===== src/sv/cfb_pkg.sv =====
// Shared constants and types for the command frame builder.
package cfb_pkg;

    // Largest payload a frame carries; longer requests are clamped.
    localparam int MAX_DATA_BYTES = 4;
    // Bytes ahead of the payload: sync pair, control, length, sequence, command.
    localparam int HDR_BYTES      = 8;
    // Byte counter covers every header and payload position plus the end mark.
    localparam int IDX_W          = $clog2(HDR_BYTES + MAX_DATA_BYTES + 1);

    localparam logic [7:0]  SYNC0_BYTE = 8'h55;
    localparam logic [7:0]  SYNC1_BYTE = 8'h66;
    localparam logic [15:0] CRC_POLY   = 16'h1021;

    // Frame positions of the header bytes.
    localparam logic [IDX_W-1:0] POS_SYNC0  = IDX_W'(0);
    localparam logic [IDX_W-1:0] POS_SYNC1  = IDX_W'(1);
    localparam logic [IDX_W-1:0] POS_CTRL   = IDX_W'(2);
    localparam logic [IDX_W-1:0] POS_LEN_LO = IDX_W'(3);
    localparam logic [IDX_W-1:0] POS_LEN_HI = IDX_W'(4);
    localparam logic [IDX_W-1:0] POS_SEQ_LO = IDX_W'(5);
    localparam logic [IDX_W-1:0] POS_SEQ_HI = IDX_W'(6);
    localparam logic [IDX_W-1:0] POS_CMD    = IDX_W'(7);

    // Control from the frame sequencer to the serial CRC unit.
    typedef struct packed {
        logic init;   // load the seed into the check register
        logic load;   // take a new byte and start shifting it in
    } crc_ctl_t;

endpackage


===== src/sv/cfb_crc_serial.sv =====
// Bit-serial CRC-16 unit: folds one byte into the check register, one bit per cycle.
module cfb_crc_serial (
    input  logic              clk,
    input  logic              rst_n,
    input  cfb_pkg::crc_ctl_t ctl,
    input  logic [15:0]       seed,
    input  logic [7:0]        data_byte,
    output logic [15:0]       crc,
    output logic              busy
);
    import cfb_pkg::*;

    logic [15:0] crc_reg,  crc_next;
    logic [7:0]  sh_reg,   sh_next;
    logic [2:0]  cnt_reg,  cnt_next;
    logic        busy_reg, busy_next;
    logic        fb;

    // MSB first: feedback is the register top bit against the next data bit.
    assign fb = crc_reg[15] ^ sh_reg[7];

    always_comb
    begin
        crc_next  = crc_reg;
        sh_next   = sh_reg;
        cnt_next  = cnt_reg;
        busy_next = busy_reg;
        if (ctl.init)
        begin
            crc_next = seed;
        end
        else if (busy_reg)
        begin
            crc_next = {crc_reg[14:0], 1'b0} ^ (fb ? CRC_POLY : 16'h0000);
            sh_next  = {sh_reg[6:0], 1'b0};
            cnt_next = cnt_reg + 3'd1;
            if (cnt_reg == 3'd7)
            begin
                busy_next = 1'b0;
            end
        end
        if (ctl.load)
        begin
            sh_next   = data_byte;
            cnt_next  = 3'd0;
            busy_next = 1'b1;
        end
    end

    always_ff @(posedge clk or negedge rst_n)
    begin
        if (!rst_n)
        begin
            busy_reg <= 1'b0;
            cnt_reg  <= 3'd0;
        end
        else
        begin
            busy_reg <= busy_next;
            cnt_reg  <= cnt_next;
        end
    end

    always_ff @(posedge clk)
    begin
        crc_reg <= crc_next;
        sh_reg  <= sh_next;
    end

    assign crc  = crc_reg;
    assign busy = busy_reg;

endmodule


===== src/sv/command_frame_builder_crc16.sv =====
// Top level of the command frame builder: sequencer, output register and seed register.
//
// Use: a request item (command_id, ack_flag, data_length, payload_bytes) enters on
// in_valid/in_stall and turns into one serial frame on out_valid/out_stall, one byte
// per output item: 0x55, 0x66, control, length (16 bit LE), sequence 0 (16 bit),
// command id, 0 to MAX_DATA_BYTES payload bytes, then the CRC-16 low and high byte.
// frame_end marks the CRC high byte. data_length above MAX_DATA_BYTES is clamped.
// The CRC (poly 0x1021, MSB first, no final xor) starts from seed_reg, written on
// cfg_we with cfg_wdata while the block is idle.
//
// Sequence: the check register takes one bit per cycle. Each header or payload byte
// is issued in ST_BYTE, its eight bits are shifted into the CRC unit, and ST_WAIT
// holds until the CRC unit is idle before the next byte is issued. The CRC low and
// high bytes follow the last payload byte; a new request is accepted only once the
// sequencer is back in ST_IDLE. out_valid rises once ST_BYTE fills the output slot.
//
// Reset: rst_n clears the sequencer, empties the output register and sets the seed
// to 0. A stalling receiver holds the output register; the sequencer waits for a
// free slot before issuing each byte, so nothing is dropped or repeated.
module command_frame_builder_crc16 (
    input  logic        clk,
    input  logic        rst_n,
    // configuration
    input  logic        cfg_we,
    input  logic [15:0] cfg_wdata,
    // request channel
    input  logic        in_valid,
    output logic        in_stall,
    input  logic [7:0]  command_id,
    input  logic        ack_flag,
    input  logic [2:0]  data_length,
    input  logic [31:0] payload_bytes,
    // frame byte channel
    output logic        out_valid,
    input  logic        out_stall,
    output logic [7:0]  frame_byte,
    output logic        frame_end
);
    import cfb_pkg::*;

    typedef enum logic [2:0] {
        ST_IDLE,
        ST_BYTE,
        ST_WAIT,
        ST_CRC_LO,
        ST_CRC_HI
    } state_t;

    state_t             state_reg;
    logic [15:0]        seed_reg;
    logic [7:0]         cmd_reg;
    logic               ack_reg;
    logic [IDX_W-1:0]   len_reg;
    logic [31:0]        pay_reg;
    logic [IDX_W-1:0]   idx_reg;
    logic               out_valid_reg;
    logic [7:0]         out_byte_reg;
    logic               out_end_reg;

    logic               in_accept;
    logic               out_free;
    logic               out_load;
    logic [7:0]         cur_byte;
    logic [IDX_W-1:0]   len_clamped;
    crc_ctl_t           crc_ctl;
    logic [15:0]        crc_val;
    logic               crc_busy;

    assign in_stall  = (state_reg != ST_IDLE);
    assign in_accept = in_valid && !in_stall;
    // Output slot takes a new byte when empty or being drained this cycle.
    assign out_free  = !out_valid_reg || !out_stall;
    // A byte enters the output slot from any issuing state once the slot is free.
    assign out_load  = out_free && (state_reg == ST_BYTE || state_reg == ST_CRC_LO
                                    || state_reg == ST_CRC_HI);

    assign len_clamped = (IDX_W'(data_length) > IDX_W'(MAX_DATA_BYTES))
                         ? IDX_W'(MAX_DATA_BYTES) : IDX_W'(data_length);

    // Pick the frame byte at the current position; payload comes off the low end
    // of the payload shift register.
    always_comb
    begin
        unique case (idx_reg)
            POS_SYNC0:  cur_byte = SYNC0_BYTE;
            POS_SYNC1:  cur_byte = SYNC1_BYTE;
            POS_CTRL:   cur_byte = {7'd0, ack_reg};
            POS_LEN_LO: cur_byte = 8'(len_reg);
            POS_LEN_HI: cur_byte = 8'h00;
            POS_SEQ_LO: cur_byte = 8'h00;
            POS_SEQ_HI: cur_byte = 8'h00;
            POS_CMD:    cur_byte = cmd_reg;
            default:    cur_byte = pay_reg[7:0];
        endcase
    end

    always_comb
    begin
        crc_ctl.init = in_accept;
        crc_ctl.load = (state_reg == ST_BYTE) && out_free;
    end

    cfb_crc_serial u_crc (
        .clk       (clk),
        .rst_n     (rst_n),
        .ctl       (crc_ctl),
        .seed      (seed_reg),
        .data_byte (cur_byte),
        .crc       (crc_val),
        .busy      (crc_busy)
    );

    // Seed register: the user must write it only while idle; the block does not enforce it.
    always_ff @(posedge clk or negedge rst_n)
    begin
        if (!rst_n)
        begin
            seed_reg <= 16'h0000;
        end
        else if (cfg_we)
        begin
            seed_reg <= cfg_wdata;
        end
    end

    // Sequencer and output register.
    always_ff @(posedge clk or negedge rst_n)
    begin
        if (!rst_n)
        begin
            state_reg     <= ST_IDLE;
            idx_reg       <= '0;
            out_valid_reg <= 1'b0;
            out_end_reg   <= 1'b0;
        end
        else
        begin
            // fill the slot on a new byte, drop the shown byte once taken
            if (out_load)
            begin
                out_valid_reg <= 1'b1;
            end
            else if (!out_stall)
            begin
                out_valid_reg <= 1'b0;
            end
            unique case (state_reg)
                ST_IDLE:
                begin
                    if (in_accept)
                    begin
                        idx_reg   <= '0;
                        state_reg <= ST_BYTE;
                    end
                end
                ST_BYTE:
                begin
                    if (out_free)
                    begin
                        out_end_reg   <= 1'b0;
                        idx_reg       <= idx_reg + IDX_W'(1);
                        state_reg     <= ST_WAIT;
                    end
                end
                ST_WAIT:
                begin
                    // hold until all eight bits are folded in
                    if (!crc_busy)
                    begin
                        if (idx_reg == IDX_W'(HDR_BYTES) + len_reg)
                        begin
                            state_reg <= ST_CRC_LO;
                        end
                        else
                        begin
                            state_reg <= ST_BYTE;
                        end
                    end
                end
                ST_CRC_LO:
                begin
                    if (out_free)
                    begin
                        out_end_reg   <= 1'b0;
                        state_reg     <= ST_CRC_HI;
                    end
                end
                ST_CRC_HI:
                begin
                    if (out_free)
                    begin
                        out_end_reg   <= 1'b1;
                        state_reg     <= ST_IDLE;
                    end
                end
                default:
                begin
                    state_reg <= ST_IDLE;
                end
            endcase
        end
    end

    // Payload-side registers: no reset needed.
    always_ff @(posedge clk)
    begin
        if (in_accept)
        begin
            cmd_reg <= command_id;
            ack_reg <= ack_flag;
            len_reg <= len_clamped;
            pay_reg <= payload_bytes;
        end
        else if (state_reg == ST_BYTE && out_free && idx_reg >= IDX_W'(HDR_BYTES))
        begin
            // advance to the next payload byte; zeros fill in past the field
            pay_reg <= {8'h00, pay_reg[31:8]};
        end

        if (state_reg == ST_BYTE && out_free)
        begin
            out_byte_reg <= cur_byte;
        end
        else if (state_reg == ST_CRC_LO && out_free)
        begin
            out_byte_reg <= crc_val[7:0];
        end
        else if (state_reg == ST_CRC_HI && out_free)
        begin
            out_byte_reg <= crc_val[15:8];
        end
    end

    assign out_valid  = out_valid_reg;
    assign frame_byte = out_byte_reg;
    assign frame_end  = out_end_reg;

endmodule


===== config.mk =====
export PLATFORM = sky130hd
export DESIGN_NAME = command_frame_builder_crc16
export DESIGN_NICKNAME = d
export VERILOG_FILES = /design/src/sv/cfb_pkg.sv /design/src/sv/cfb_crc_serial.sv /design/src/sv/command_frame_builder_crc16.sv
export SDC_FILE = /design/constraint.sdc
export NUM_CORES = 1
export LEC_CHECK = 0
export BUFFER_PORTS_ARGS = -buffer_cell sky130_fd_sc_hd__clkbuf_2
export CAP_MARGIN = 20
export CORE_ASPECT_RATIO = 1.4
export CORE_MARGIN = 5
export CORE_UTILIZATION = 51
export DETAILED_ROUTE_END_ITERATION = 7
export PLACE_DENSITY = 0.76
export SYNTH_ARGS = -nofsm -noshare
export SYNTH_HDL_FRONTEND = slang
export SYNTH_SLANG_ARGS = --single-unit

===== constraint.sdc =====
create_clock -name clk -period 2.6 [get_ports clk]
set_input_delay 0.39 -clock clk [delete_from_list [all_inputs] [get_ports clk]]
set_output_delay 0.39 -clock clk [all_outputs]
set_load 0.03 [all_outputs]

==> run summary <==
• **Crit. End Element** flip-flop
• **Skew-Pair Late Insertion Delay** 0.34 ns
• **number of flip-flops in the largest register** 32
• **count of maximum capacitance violations** 0
• **mean routed wirelength per cell** 17.8 µm
• **gp weighted congestion** 0.888
• **Avg Cell Area, Syn** 14.8 µm²
• **DRC violation total after the first TritonRoute iteration** 195
• **net count after synthesis** 387
• **r2r startpoint** idx_reg[0]$_DFFE_PN0P_
• **result of the run** finished clean
• **die extent in x** 90.9 µm
• **root buffer cell** sky130_fd_sc_hd__clkbuf_16
• **total die area** 0.0112 mm²
• **register clock-pin slew on the reported worst setup and hold paths** 0.07 ns
• **PnR Total Power** 6.57 mW
• **share of async-settable or async-resettable flops after synthesis** 0.276
• **most frequent cells in the layout** sky130_fd_sc_hd__edfxtp_1, sky130_fd_sc_hd__clkbuf_2, sky130_fd_sc_hd__mux2_2
• **largest net degree at the start of global routing** 37
• **Yosys warning total** 0
• **Post-CTS Setup Repair Bufs** 0
• **DRC violation count after routing** 0
• **sequential share of power** 0.453
• **Detailed Place HPWL** 6630 µm
• **antenna diode instance count** 0
• **critical path start-end classification** flip-flop to flip-flop
• **first-pass GRT wire length** 14,600 µm
• **antenna violations before repair** 0
• **leakage power** 2.25 nW
• **prevailing post-synth register cell** sky130_fd_sc_hd__edfxtp_1
• **type of the worst min-delay path** input pin to asynchronous set/reset pin
• **number of flops mapped to enable cells by yosys** 76
• **critical path data arrival time** 2.27 ns
• **overall routing resource usage** 0.168
• **layout cells sized above 1** 0.408
• **residual overflow from global routing** 0
• **startpoint kind of the worst setup timing path** flip-flop
• **Via Count** 2,808
• **count of endpoints failing setup in the final report** 0
• **final net count** 463
• **# resized after CTS** 0
• **pin slew with the least headroom to its limit** 0.798 ns
• **Cell Area, Placed** 0.00517 mm²
• **worst reg2reg setup slack** 0.41 ns
• **CTS tree** built
• **crit share post-route** 0.841
• **final total negative setup slack** 0 ns
• **router iterations before antenna repair** 5
• **Final min period** 2.19 ns
• **post-synthesis cell count** 316
• **Worst IR Drop VDD** 703 µV
• **most common cell after layout, fill and taps aside** sky130_fd_sc_hd__edfxtp_1
• **PortBufs** 75
• **Clock power frac** 0.222
• **share of the yosys chip area belonging to registers** 0.643
• **area added between synthesis and finish** 17.7%
• **CTS H-tree depth** 3
• **number of distinct library cells after synthesis** 43
• **power per cell area** 1190 mW/mm²
• **effective utilization at floorplan** 0.521
• **reg-to-reg endpoint** frame_byte[0]$_DFFE_PP_
• **net switching fraction of the power** 0.327
• **cell-internal power** 4.42 mW
• **placeable core region** 0.00898 mm²
• **Switch Pwr** 2.15 mW
• **die boundary height** 123 µm
• **top cells by area, synth** sky130_fd_sc_hd__edfxtp_1, sky130_fd_sc_hd__dfrtp_1, sky130_fd_sc_hd__mux2_2
• **CTS Buf Count** 9
• **Max Transition Viols Final** 0
• **# IOs** 76
• **via count of the first global-routing pass** 2,953
• **share of total power in combinational logic** 0.325
• **Clock Skew** 0.00996 ns
• **fill cell count** 690
• **path depth of the worst reg2reg path** 6
• **share of the synthesized area in the top cell type** 0.488
• **buffer depth of the longest clock path** 2
• **register bit total from synthesis** 105
• **worst rel slew slack** 0.468
• **Std-Cell Rows** 41
• **maximum fanout count along the critical path** 6
• **fmax** 458 MHz
• **synthesized cell area** 0.00467 mm²
• **number of vias per cell** 5.57
• **Total Routed Length** 8960 µm
• **unrepaired setup endpoints after global routing** no
• **post-route design area** 0.00550 mm²
• **required time worst endpoint** 2.69 ns
• **most area-hungry cell type in the Yosys netlist** sky130_fd_sc_hd__edfxtp_1
• **final number of hold-violating endpoints** 0
• **CTS Hold Buffers Added** 0
• **total number of clock tree sinks** 105
• **Antenna Violating Nets Remaining** 0
-- Yosys cell counts (2+ instances only) --
master / number
sky130_fd_sc_hd__edfxtp_1: 76
sky130_fd_sc_hd__mux2_2: 56
sky130_fd_sc_hd__dfrtp_1: 29
sky130_fd_sc_hd__mux2i_1: 17
sky130_fd_sc_hd__nand2_1: 16
sky130_fd_sc_hd__nor2_1: 16
sky130_fd_sc_hd__o21ai_0: 13
sky130_fd_sc_hd__and2_1: 9
sky130_fd_sc_hd__buf_2: 8
sky130_fd_sc_hd__ha_1: 6
sky130_fd_sc_hd__xnor2_1: 6
sky130_fd_sc_hd__clkbuf_1: 5
sky130_fd_sc_hd__inv_1: 5
sky130_fd_sc_hd__a21oi_1: 4
sky130_fd_sc_hd__a22o_1: 4
sky130_fd_sc_hd__a221oi_1: 3
sky130_fd_sc_hd__nand3_1: 3
sky130_fd_sc_hd__nor2b_1: 3
sky130_fd_sc_hd__o21bai_1: 3
sky130_fd_sc_hd__or2_2: 3
sky130_fd_sc_hd__a211o_1: 2
sky130_fd_sc_hd__a21o_1: 2
sky130_fd_sc_hd__buf_4: 2
sky130_fd_sc_hd__nand2b_1: 2
sky130_fd_sc_hd__nor3_1: 2
sky130_fd_sc_hd__o22ai_1: 2
sky130_fd_sc_hd__or3_1: 2
sky130_fd_sc_hd__xor2_1: 2
-- critical path, cell delays in order (launching register included) --
cell	delay [ns]
sky130_fd_sc_hd__dfrtp_1	0.46
sky130_fd_sc_hd__inv_1	0.10
sky130_fd_sc_hd__ha_1	0.25
sky130_fd_sc_hd__nor4_2	0.46
sky130_fd_sc_hd__nor2_1	0.19
sky130_fd_sc_hd__o221a_2	0.31
sky130_fd_sc_hd__o21bai_1	0.15
-- per-stage QoR --
step	hold WS [ns]	std cells	worst slack (ns)	utilization
6_report	0.123	504	0.415	0.613
4_1_cts	0.155	504	0.418	0.613
2_1_floorplan	0.0944	316	0.218	-
3_3_place_gp	0.490	488	0.570	0.576
3_5_place_dp	0.500	488	0.447	0.576
5_1_grt	0.197	504	0.227	0.613
-- metal layers --
layer / global-route usage / vias up / part of all wire
met5: 0 / - / 0
met4: 0.0862 / 0 / 0.030
met3: 0.0341 / 22 / 0.040
met2: 0.285 / 78 / 0.53
met1: 0.203 / 1379 / 0.40
li1: - / 1329 / -
-- power groups by stage --
stage                     Sequential (mW)  Clock, mW  Combinational [mW]
after global placement               3.00          0                2.04
after global routing                 3.03       1.56                2.36
after detailed placement             3.01          0                2.13
after CTS                            2.98       1.48                2.15
after floorplan                      3.00          0                1.51
final                                2.97       1.46                2.13
-- cells by family (layout without fill, tap and decap cells) --
group                    Yosys count  in the layout  synth area share
XOR/XNOR                           8              8            0.0150
multiplexers                      73             73             0.171
flip-flops                       105            105             0.643
AO/OA/AOI/OAI                     40             40            0.0594
buffers and inverters             22            103            0.0230
adder cells (fa/ha/maj)            6              6            0.0161
AND/OR/NAND/NOR                   62             62            0.0717
-- layout make-up --
cell class,instances,area [µm²],share of cell area
timing repair buffer,82,453,0.0823
inverter,5,18.8,0.00341
clock buffer,9,225,0.0409
multi-input combinational,189,1560,0.283
clock inverter,7,103,0.0187
tap,107,134,0.0243
sequential,105,3010,0.547
-- worst max path at each step --
stage / start / endpoint / cells past startpoint
finish: idx_reg[0]$_DFFE_PN0P_ / frame_byte[0]$_DFFE_PP_ / 6
global route: idx_reg[0]$_DFFE_PN0P_ / u_crc.sh_reg[6]$_DFFE_PP_ / 6
CTS: idx_reg[0]$_DFFE_PN0P_ / frame_byte[0]$_DFFE_PP_ / 6
detailed placement: idx_reg[0]$_DFFE_PN0P_ / frame_byte[0]$_DFFE_PP_ / 6
global placement: idx_reg[0]$_DFFE_PN0P_ / frame_byte[0]$_DFFE_PP_ / 6
floorplan: state_reg[2]$_DFFE_PN0P_ / pay_reg[0]$_DFFE_PP_ / 5
(Power assumes the default switching activity.)
